--- config.mk ---
export PLATFORM = sky130hd
export DESIGN_NAME = string_escape_decoder_top
export DESIGN_NICKNAME = d
export VERILOG_FILES = /design/src/hw/rtl/sed_pkg.sv /design/src/hw/rtl/sed_decode.sv /design/src/hw/rtl/sed_outbuf.sv /design/src/hw/rtl/string_escape_decoder_top.sv
export SDC_FILE = /design/constraint.sdc
export NUM_CORES = 1
export LEC_CHECK = 0
export ABC_AREA = 1
export BUFFER_PORTS_ARGS = -buffer_cell sky130_fd_sc_hd__buf_2
export CORE_MARGIN = 4
export CORE_UTILIZATION = 43
export CTS_CLUSTER_SIZE = 24
export DETAILED_ROUTE_END_ITERATION = 8
export PLACE_DENSITY = 0.61
export SETUP_SLACK_MARGIN = 0.4
export SYNTH_ARGS = -nofsm -noshare
export SYNTH_HDL_FRONTEND = slang
export SYNTH_HIERARCHICAL = 1
export SYNTH_SLANG_ARGS = --single-unit
--- constraint.sdc ---
create_clock -name clk_i -period 2.5 [get_ports clk_i]
set_clock_uncertainty 0.05 [all_clocks]
set_input_delay 0.125 -clock clk_i [delete_from_list [all_inputs] [get_ports clk_i]]
set_output_delay 0.125 -clock clk_i [all_outputs]
set_load 0.05 [all_outputs]
--- src/hw/rtl/sed_pkg.sv ---
// Shared types, character codes and helper functions for the string escape decoder.
package sed_pkg;

  // Escape decoding modes, one-hot encoded.
  typedef enum logic [4:0] {
    MODE_PLAIN = 5'b00001,
    MODE_ESC   = 5'b00010,
    MODE_X0    = 5'b00100,
    MODE_X1    = 5'b01000,
    MODE_OCT   = 5'b10000
  } mode_e;

  localparam int unsigned MaxResults = 3;

  localparam logic [7:0] ChBackslash = 8'h5C;
  localparam logic [7:0] ChQuote     = 8'h22;
  localparam logic [7:0] ChLowerN    = 8'h6E;
  localparam logic [7:0] ChLowerR    = 8'h72;
  localparam logic [7:0] ChLowerT    = 8'h74;
  localparam logic [7:0] ChLowerE    = 8'h65;
  localparam logic [7:0] ChUpperE    = 8'h45;
  localparam logic [7:0] ChLowerX    = 8'h78;
  localparam logic [7:0] ChUpperX    = 8'h58;
  localparam logic [7:0] ChNewline   = 8'h0A;
  localparam logic [7:0] ChReturn    = 8'h0D;
  localparam logic [7:0] ChTab       = 8'h09;
  localparam logic [7:0] EscCode     = 8'd27;

  // Decoded results of one input byte, ready for the output buffer.
  typedef struct packed {
    logic [1:0]                  count;
    logic                        last;
    logic [MaxResults-1:0][7:0]  data;
  } res_t;

  function automatic logic is_hex(input logic [7:0] c);
    return c inside {[8'h30:8'h39], [8'h61:8'h66], [8'h41:8'h46]};
  endfunction

  function automatic logic [3:0] hex_nib(input logic [7:0] c);
    logic [3:0] v;
    if (c inside {[8'h30:8'h39]}) begin
      v = c[3:0];
    end else if (c inside {[8'h61:8'h66], [8'h41:8'h46]}) begin
      v = c[3:0] + 4'd9;
    end else begin
      v = 4'hF;
    end
    return v;
  endfunction

  function automatic logic is_oct(input logic [7:0] c);
    return c inside {[8'h30:8'h37]};
  endfunction

endpackage

--- src/hw/rtl/sed_decode.sv ---
// Escape state registers and the combinational decode of one registered input byte.
module sed_decode (
  input  logic          clk_i,
  input  logic          rst_ni,
  input  logic          en_i,
  input  logic [7:0]    byte_i,
  input  logic          last_i,
  output sed_pkg::res_t res_o
);
  import sed_pkg::*;

  mode_e      mode_q, mode_d;
  logic [7:0] held_q, held_d;
  logic [8:0] oval_q, oval_d;
  logic [1:0] ocnt_q, ocnt_d;

  logic [1:0]                 n;
  logic [MaxResults-1:0][7:0] data;
  logic [1:0]                 ocnt_inc;

  assign ocnt_inc = ocnt_q + 2'd1;

  always_comb begin
    mode_d = mode_q;
    held_d = held_q;
    oval_d = oval_q;
    ocnt_d = ocnt_q;
    n      = 2'd0;
    data   = '0;

    case (mode_q)
      MODE_ESC: begin
        mode_d = MODE_PLAIN;
        if (byte_i == ChLowerN) begin
          data[n] = ChNewline; n = n + 2'd1;
        end else if (byte_i == ChLowerR) begin
          data[n] = ChReturn; n = n + 2'd1;
        end else if (byte_i == ChLowerT) begin
          data[n] = ChTab; n = n + 2'd1;
        end else if (byte_i == ChBackslash || byte_i == ChQuote) begin
          data[n] = byte_i; n = n + 2'd1;
        end else if (byte_i == ChLowerE || byte_i == ChUpperE) begin
          data[n] = EscCode; n = n + 2'd1;
        end else if (byte_i == ChLowerX || byte_i == ChUpperX) begin
          if (last_i) begin
            data[n] = ChLowerX; n = n + 2'd1;
          end else begin
            mode_d = MODE_X0;
          end
        end else if (is_oct(byte_i)) begin
          oval_d = {6'd0, byte_i[2:0]};
          ocnt_d = 2'd0;
          if (last_i) begin
            data[n] = {5'd0, byte_i[2:0]}; n = n + 2'd1;
          end else begin
            mode_d = MODE_OCT;
          end
        end else begin
          data[n] = byte_i; n = n + 2'd1;
        end
      end
      MODE_X0: begin
        if (is_hex(byte_i) && !last_i) begin
          held_d = byte_i;
          mode_d = MODE_X1;
        end else begin
          data[n] = ChLowerX; n = n + 2'd1;
          if (byte_i == ChBackslash && !last_i) begin
            mode_d = MODE_ESC;
          end else begin
            mode_d = MODE_PLAIN;
            data[n] = byte_i; n = n + 2'd1;
          end
        end
      end
      MODE_X1: begin
        if (is_hex(byte_i)) begin
          data[n] = {hex_nib(held_q), hex_nib(byte_i)}; n = n + 2'd1;
          mode_d = MODE_PLAIN;
        end else begin
          // A broken hex escape replays the x and the held digit as text.
          data[n] = ChLowerX; n = n + 2'd1;
          data[n] = held_q;   n = n + 2'd1;
          if (byte_i == ChBackslash && !last_i) begin
            mode_d = MODE_ESC;
          end else begin
            mode_d = MODE_PLAIN;
            data[n] = byte_i; n = n + 2'd1;
          end
        end
      end
      MODE_OCT: begin
        if (is_oct(byte_i)) begin
          oval_d = {oval_q[5:0], byte_i[2:0]};
          ocnt_d = ocnt_inc;
          if (ocnt_inc >= 2'd2 || last_i) begin
            data[n] = {oval_q[4:0], byte_i[2:0]}; n = n + 2'd1;
            mode_d = MODE_PLAIN;
          end
        end else begin
          data[n] = oval_q[7:0]; n = n + 2'd1;
          if (byte_i == ChBackslash && !last_i) begin
            mode_d = MODE_ESC;
          end else begin
            mode_d = MODE_PLAIN;
            data[n] = byte_i; n = n + 2'd1;
          end
        end
      end
      default: begin
        if (byte_i == ChBackslash && !last_i) begin
          mode_d = MODE_ESC;
        end else begin
          mode_d = MODE_PLAIN;
          data[n] = byte_i; n = n + 2'd1;
        end
      end
    endcase

    if (last_i) begin
      mode_d = MODE_PLAIN;
    end
  end

  assign res_o.count = n;
  assign res_o.last  = last_i;
  assign res_o.data  = data;

  always_ff @(posedge clk_i or negedge rst_ni) begin
    if (!rst_ni) begin
      mode_q <= MODE_PLAIN;
      held_q <= '0;
      oval_q <= '0;
      ocnt_q <= '0;
    end else if (en_i) begin
      mode_q <= mode_d;
      held_q <= held_d;
      oval_q <= oval_d;
      ocnt_q <= ocnt_d;
    end
  end

  // The end of a body always produces output and always leaves plain mode behind.
  a_last_emits: assert property (@(posedge clk_i) disable iff (!rst_ni)
    en_i && last_i |-> res_o.count != 2'd0)
    else $error("final byte produced no decoded byte");

  a_last_plain: assert property (@(posedge clk_i) disable iff (!rst_ni)
    en_i && last_i |=> mode_q == MODE_PLAIN)
    else $error("escape state survived the end of a body");

  a_mode_onehot: assert property (@(posedge clk_i) disable iff (!rst_ni)
    $onehot(mode_q))
    else $error("escape mode register lost its one-hot code");

endmodule

--- src/hw/rtl/sed_outbuf.sv ---
// Result register that holds up to three decoded bytes and hands them out one at a time.
module sed_outbuf (
  input  logic          clk_i,
  input  logic          rst_ni,
  input  logic          load_i,
  input  sed_pkg::res_t res_i,
  output logic          space_o,
  output logic          out_valid_o,
  input  logic          out_ready_i,
  output logic [7:0]    byte_out_o,
  output logic          out_last_o
);
  import sed_pkg::*;

  logic [MaxResults-1:0][7:0] data_q;
  logic [1:0]                 cnt_q;
  logic [1:0]                 idx_q;
  logic                       last_q;
  logic [1:0]                 final_idx;
  logic                       at_final;
  logic                       out_fire;

  assign final_idx   = cnt_q - 2'd1;
  assign at_final    = (idx_q == final_idx);
  assign out_valid_o = (cnt_q != 2'd0);
  assign out_fire    = out_valid_o && out_ready_i;
  assign byte_out_o  = data_q[idx_q];
  assign out_last_o  = last_q && at_final;
  // The buffer can be refilled once its last byte leaves in this cycle.
  assign space_o     = !out_valid_o || (out_ready_i && at_final);

  always_ff @(posedge clk_i or negedge rst_ni) begin
    if (!rst_ni) begin
      cnt_q <= '0;
      idx_q <= '0;
    end else if (load_i) begin
      cnt_q <= res_i.count;
      idx_q <= '0;
    end else if (out_fire) begin
      if (at_final) begin
        cnt_q <= '0;
        idx_q <= '0;
      end else begin
        idx_q <= idx_q + 2'd1;
      end
    end
  end

  always_ff @(posedge clk_i) begin
    if (load_i) begin
      data_q <= res_i.data;
      last_q <= res_i.last;
    end
  end

  a_idx_range: assert property (@(posedge clk_i) disable iff (!rst_ni)
    out_valid_o |-> idx_q < cnt_q)
    else $error("output index points past the buffered bytes");

  a_no_overwrite: assert property (@(posedge clk_i) disable iff (!rst_ni)
    load_i |-> !out_valid_o || (out_fire && at_final))
    else $error("buffer reloaded while bytes were still pending");

  a_load_shows: assert property (@(posedge clk_i) disable iff (!rst_ni)
    load_i && res_i.count != 2'd0 |=> out_valid_o && idx_q == 2'd0)
    else $error("loaded results did not appear at the output");

endmodule

--- src/hw/rtl/string_escape_decoder_top.sv ---
// Top level of the string escape decoder: input register, decoder and result buffer.
//
//   Channel  Direction  Handshake                Payload
//   in       input      in_valid_i / in_ready_o  byte_in_i, end_of_body_i
//   out      output     out_valid_o/out_ready_i  byte_out_o, out_last_o
//
// An accepted byte sits in the input register until the buffer has space, is decoded in one
// pass, and its zero to three decoded bytes go out one per cycle, while out_ready_i is high,
// from the result buffer. Sustained rate is one byte per cycle while no byte yields more
// than one result and out_ready_i stays high; else the input waits for the buffer to drain.
// Reset returns the decoder to plain mode and empties both registers.
// Output stalls hold the buffer and, once the input register is full, the input.
module string_escape_decoder_top (
  input  logic       clk_i,
  input  logic       rst_ni,
  input  logic       in_valid_i,
  output logic       in_ready_o,
  input  logic [7:0] byte_in_i,
  input  logic       end_of_body_i,
  output logic       out_valid_o,
  input  logic       out_ready_i,
  output logic [7:0] byte_out_o,
  output logic       out_last_o
);
  import sed_pkg::*;

  logic       valid_q;
  logic [7:0] byte_q;
  logic       last_q;
  logic       space;
  logic       advance;
  res_t       res;

  assign advance    = valid_q && space;
  assign in_ready_o = !valid_q || space;

  always_ff @(posedge clk_i or negedge rst_ni) begin
    if (!rst_ni) begin
      valid_q <= 1'b0;
    end else if (in_valid_i && in_ready_o) begin
      valid_q <= 1'b1;
    end else if (advance) begin
      valid_q <= 1'b0;
    end
  end

  always_ff @(posedge clk_i) begin
    if (in_valid_i && in_ready_o) begin
      byte_q <= byte_in_i;
      last_q <= end_of_body_i;
    end
  end

  sed_decode u_decode (
    .clk_i  (clk_i),
    .rst_ni (rst_ni),
    .en_i   (advance),
    .byte_i (byte_q),
    .last_i (last_q),
    .res_o  (res)
  );

  sed_outbuf u_outbuf (
    .clk_i       (clk_i),
    .rst_ni      (rst_ni),
    .load_i      (advance),
    .res_i       (res),
    .space_o     (space),
    .out_valid_o (out_valid_o),
    .out_ready_i (out_ready_i),
    .byte_out_o  (byte_out_o),
    .out_last_o  (out_last_o)
  );

endmodule

### Word-level counts from Yosys, hierarchy flattened

Index checks and enable logic that the tools add are counted.

| word-level totals | value |
|---|---|
| register bits after elaboration | 62 |
| latch bits | 0 |
| RAM bits | 0 |
| ROM bits | 0 |
| output and inout port bits | 11 |
| memories | 0 |

| operators by class | value |
|---|---|
| add/subtract/negate cells | 5 |
| multiply operators | 0 |
| div/mod/pow operators | 0 |
| magnitude comparators | 15 |
| eq/ne operators | 23 |
| shifts and indexed selects | 0 |
| mux-type cells | 80 |
| bitwise gates (word level) | 1 |
| reduce and logical (&&, ||, !) cells | 36 |

Operators with widths:

| operator | number |
|---|---|
| 8-bit 2-to-1 mux | 22 |
| 8-bit by 7-bit == test with 1-bit output, second input constant | 8 |
| 5-bit 2-to-1 mux | 12 |
| 2-bit 2-to-1 mux | 25 |
| 8-bit by 7-bit >= comparator with 1-bit output, second input constant | 4 |
| 8-bit by 7-bit <= comparator with 1-bit output, second input constant | 4 |
| 8-bit case mux with 4 select lines | 1 |
| 8-bit by 6-bit <= comparator with 1-bit output, second input constant | 3 |
| 8-bit case mux with 3 select lines | 1 |
| 5-bit case mux with 4 select lines | 1 |
| 8-bit binary-select mux with 2-bit select | 1 |
| 8-bit by 6-bit >= comparator with 1-bit output, second input constant | 2 |
| 16-bit 2-to-1 mux | 1 |
| 4-bit 2-to-1 mux | 4 |
| 8-bit case mux with 2 select lines | 1 |
| 1-bit logical AND | 14 |
| 2-bit nonzero test | 7 |
| 2-bit != test, second input constant | 6 |
| 10-bit AND reduction | 1 |
| 4-bit adder, second input constant | 2 |
| 8-bit by 6-bit == test with 1-bit output, second input constant | 1 |
| 2-bit case mux with 4 select lines | 1 |
| 1-bit 2-to-1 mux | 7 |
| 7-bit 2-to-1 mux | 1 |
| other kinds (20) | 30 |

### Depth between registers and ports, before layout

| logic depth | value |
|---|---|
| depth in word-level cells | 11 |
| depth in mapped cells | 15 |
| depth with buffers taken out | 15 |

### Hierarchy

The synthesis kept the hierarchy.

By module, submodules not included:

| module | times used | cells each | area an instance (sq um) |
|---|---|---|---|
| sed_decode | 1 | 380 | 2329.7 |
| sed_outbuf | 1 | 100 | 1187.4 |
| string_escape_decoder_top | 1 | 17 | 322.8 |

### Least setup slack after synthesis

Ideal clock, no wire load.

| timing path | value |
|---|---|
| kind | flip-flop to flip-flop |
| start point | register u_outbuf.cnt_q[0] |
| end point | register u_decode.oval_q[7] |
| arrival | 2404 ps |
| data required time | 2324 ps |
| path slack | -80 ps |
| cell stages (with the launch flop) | 16 |
| period minus slack after synthesis | 2580 ps |
| path through | dfrtp_1 inv_1 ha_1 inv_1 nand2_1 nand2_1 nand2_4 o21ai_1 nand2_1 inv_1 inv_1 nor2_1 nand2_1 buf_2 nand2_1 o21ai_0 |

| on the way | value |
|---|---|
| word-level cells in the longest chain between the ends | 6 |
| elaborated cells on any way between the ends | 8 |
| those cells by class | add/sub (1); eq/ne (1); reduce/logical (6) |

Ends and longest elaborated chain:

| item | RTL line | RTL |
|---|---|---|
| start: declaration | sed_outbuf.sv:16 | `logic [1:0] cnt_q;` |
| start signal: assignment | sed_outbuf.sv:37 | `cnt_q <= res_i.count;` |
| 2-bit by 1-bit subtractor with 2-bit output | sed_outbuf.sv:23 | `assign final_idx = cnt_q - 2'd1;` |
| 2-bit == test | sed_outbuf.sv:24 | `assign at_final = (idx_q == final_idx);` |
| 1-bit logical AND | sed_outbuf.sv:30 | `assign space_o = !out_valid_o \|\| (out_ready_i && at_final);` |
| 1-bit logical OR * | sed_outbuf.sv:30 |  |
| named net space | string_escape_decoder_top.sv:30 | `logic space;` |
| 1-bit logical AND * | string_escape_decoder_top.sv:34 | `assign advance = valid_q && space;` |
| named net advance | string_escape_decoder_top.sv:31 | `logic advance;` |
| 10-bit AND reduction (no line) * | - |  |
| end signal: assignment | sed_decode.sv:138 | `oval_q <= oval_d;` |
| end: declaration | sed_decode.sv:14 | `logic [8:0] oval_q, oval_d;` |

The timed path passes the listed nets; every way through them passes the cells marked *.
A chain may end at the register's enable or synchronous reset.

==> qor.csv <==
metric,value,unit
grt_pass1_wl,15280,µm
crit_family,simple AND/OR/NAND/NOR gates,
setup.worst_path.class,register to register,
wirelength,9530,µm
fp.dieW,102.5,µm
ys_warn_count,6,
cp-end-kind,register,
setup_viol,0,
multi_input_area,1901,µm²
crit_path_frequent_cell,nand2_1,
pin_count,24,
netlist_area,3840,µm²
worstReg2RegEnd,u_outbuf/data_q[4],
max_freq,499.5,MHz
num_rows,34,
power_density,906.4,nW/µm²
insertion_delay,0.34,ns
port_buffers,23,
clkTransAtPathRegs,0.06,ns
busiest_layer,met2,
start_kind,register,
path_cells,"inv_1, ha_1, nand2_1, nor2_4, nand4_4, nand2_1, o21ai_1, nor2_1, nand3_1",
use_met3,3.654,%
dr.first_iter.drc_count,182,
synth.ff_latch_count,62,
cts_buffers,9,
htreeDepth,3,
postSynth.asyncResetShare,45.16,%
ys_seq_area_share,44.87,%
routedWlPerCell,14.18,µm
setup.worst_path.end,u_outbuf/data_q[4],
post_route_cells_drive_above_1_share,23.58,%
fin_nets,580,
cts_tree,yes,
synth_ff_type,edfxtp_1,
path_max_fanout,13,
fin_crit,2.002,ns
vias_per_cell,5.132,
slew_headroom,54.36,%
max_slew.worst_pin.slew,0.6846,ns
crit_required,2.53,ns
final-max-slew-violation-count,0,
area_growth,22.39,%
crit_cells,9,
yosysUniqueCellTypes,35,
synth_edf_count,34,
use_met1,26.23,%
arrival,2.03,ns
hold_viol,0,
floorplan.initialDensity,44.03,%
place_congestion,0.9064,
leakage,2.144,nW
fillCellCount,819,
dp_hpwl,6965,µm
clock_sinks,62,
clk_path_buf_depth,2,
route.detailed.drc,0,
synth_area_per_cell,7.726,µm²
grt_max_degree,29,
syn-num-nets,518,
drv_cap,0,
postLayoutCellArea,4700,µm²
rsz0062_at_grt,yes,
status,finished clean,
finalSetupTns,0,ns
drtAntennaViolNets,0,
die_area,10510,µm²
regArea,1724,µm²
r2r_cells,9,
track_usage,19.03,%
core,8721,µm²
r2r_setup_slack,0.50,ns
ir_worst_vdd,0.0003238,V
antenna_found_initial,0,
root_buffer,clkbuf_8,
vias,3449,
hp-class,primary input to register,
fp.dieH,102.5,µm
cp_slowest_cell,edfxtp_1,
dr.pass1.iters,6,
gr-usage-met2,28.65,%
synthCells,497,
grt_pass1_vias,3161,
worst-path-buf-inv,1,
r2r-start,byte_q[1],
place_area,4098,µm²
worst_path_largest_cell_delay,0.38,ns
overflow,0,
antennaDiodeCount,0,
fin_crit_sh,80.08,%
critPathLaunch,byte_q[1],
-- timing repair --
item,4_1_cts,5_1_grt
pin swaps,2,8
gates resized for setup,5,24
endpoints found under the hold margin,37,0
setup endpoints to repair,48,54
buffers inserted,3,15
cloned,0,3
hold buffers,11,0
-- how the worst min path moves through the flow --
stage / start / endpoint / cells past startpoint
after global routing: out_ready_i / u_outbuf/idx_q[1] / 5
after global placement: rst_ni / u_decode/held_q[3] / 1
after CTS: out_ready_i / u_outbuf/idx_q[0] / 5
after detailed placement: rst_ni / u_decode/held_q[1] / 1
after floorplan: rst_ni / u_decode/held_q[0] / 0
final: out_ready_i / u_outbuf/idx_q[0] / 5
-- metrics by stage --
stage | total power [mW] | worst slack, ns | std cells | utilization (%) | hold slack, ns
6_report | 4.260 | 0.4981 | 672 | 53.89 | 0.2088
5_1_grt | 4.515 | 0.3823 | 672 | 53.89 | 0.2542
4_1_cts | 4.201 | 0.4099 | 654 | 51.39 | 0.1710
3_5_place_dp | 3.100 | 0.2508 | 624 | 46.99 | 0.1621
3_3_place_gp | 3.090 | 0.2799 | 624 | 46.99 | 0.1524
2_1_floorplan | 2.719 | 0.3357 | 497 | - | -0.2206
-- logic make-up (layout without fill, tap and decap cells) --
| family | after synthesis | in the layout | synth area share, % |
|---|---|---|---|
| DFF | 62 | 62 | 44.87 |
| AOI/OAI and AO/OA | 79 | 79 | 11.60 |
| buffers and inverters | 77 | 142 | 8.537 |
| xor gates and xnor gates | 3 | 3 | 0.6844 |
| and+or+nand+nor | 268 | 270 | 31.70 |
| adders and majority gates | 8 | 8 | 2.607 |
-- sequential cells by signal, summed over array words and instances, names as in the netlist --
signal	cells
u_outbuf/data_q	24
byte_q	8
u_decode/held_q	8
u_decode/oval_q	8
u_decode/mode_q	5
u_decode/ocnt_q	2
u_outbuf/cnt_q	2
u_outbuf/idx_q	2
last_q	1
u_outbuf/last_q	1
valid_q	1
-- cells in the mapped netlist, types with 2 or more instances --
cell type	n	area, µm²
inv_2	8	30.03
o21ai_0	33	165.2
nor2_1	49	183.9
nand4_1	9	56.30
nand2_2	7	43.79
nand2_1	146	548.0
nor2_4	3	33.78
nand3_1	35	175.2
nor2_2	4	25.02
ha_1	8	100.1
buf_4	6	45.04
nand2_4	4	45.04
dfrtp_1	27	675.7
xor2_1	3	26.28
and2_1	2	12.51
o21ai_1	22	110.1
inv_1	55	206.5
o211ai_1	7	52.55
o21ai_2	7	61.31
edfxtp_1	34	1021
buf_2	5	25.02
a21oi_1	7	35.03
nand3_2	4	40.04
-- final cells by class --
class / instances / area share [%]
Clock buffer: 12 / 2.875
Clock inverter: 4 / 2.023
Inverter: 65 / 5.618
Multi-Input combinational cell: 360 / 40.44
Sequential cell: 62 / 36.69
Tap cell: 108 / 2.875
Timing Repair Buffer: 60 / 9.372
Timing Repair inverter: 1 / 0.1065
-- layer usage --
| layer | part of all wire (%) | up-vias | wire, µm |
|---|---|---|---|
| li1 | - | 1754 | - |
| met1 | 48 | 1578 | 4544 |
| met2 | 44 | 93 | 4238 |
| met3 | 4.5 | 24 | 430 |
| met4 | 3.3 | 0 | 316 |
| met5 | 0 | - | 0 |
-- worst min-delay path, cell delays in order --
cell     delay (ns)
buf_2          0.10
inv_1          0.12
o21ai_2        0.09
nand4_1        0.09
nand2_1        0.04
-- power by group --
part / switching [mW] / leakage (nW) / internal, mW / total (mW)
logic: 1.22 / 1.33 / 0.499 / 1.72
clock network: 0.372 / 0.115 / 0.662 / 1.03
registers: 0.136 / 0.696 / 1.37 / 1.51
total: 1.73 / 2.14 / 2.53 / 4.26
-- cells in the final DEF, fill, tap and decap left out, types with 10 or more instances in the layout --
master           n
nand3_1         35
buf_4           23
dlygate4sd3_1   11
nand2_1        143
inv_2           14
buf_2           23
o21ai_0         25
inv_1           44
edfxtp_1        34
nor2_1          46
dfrtp_1         26
o21ai_1         27
nand2_2         10
No activity file was read; power rests on OpenSTA's default activity.
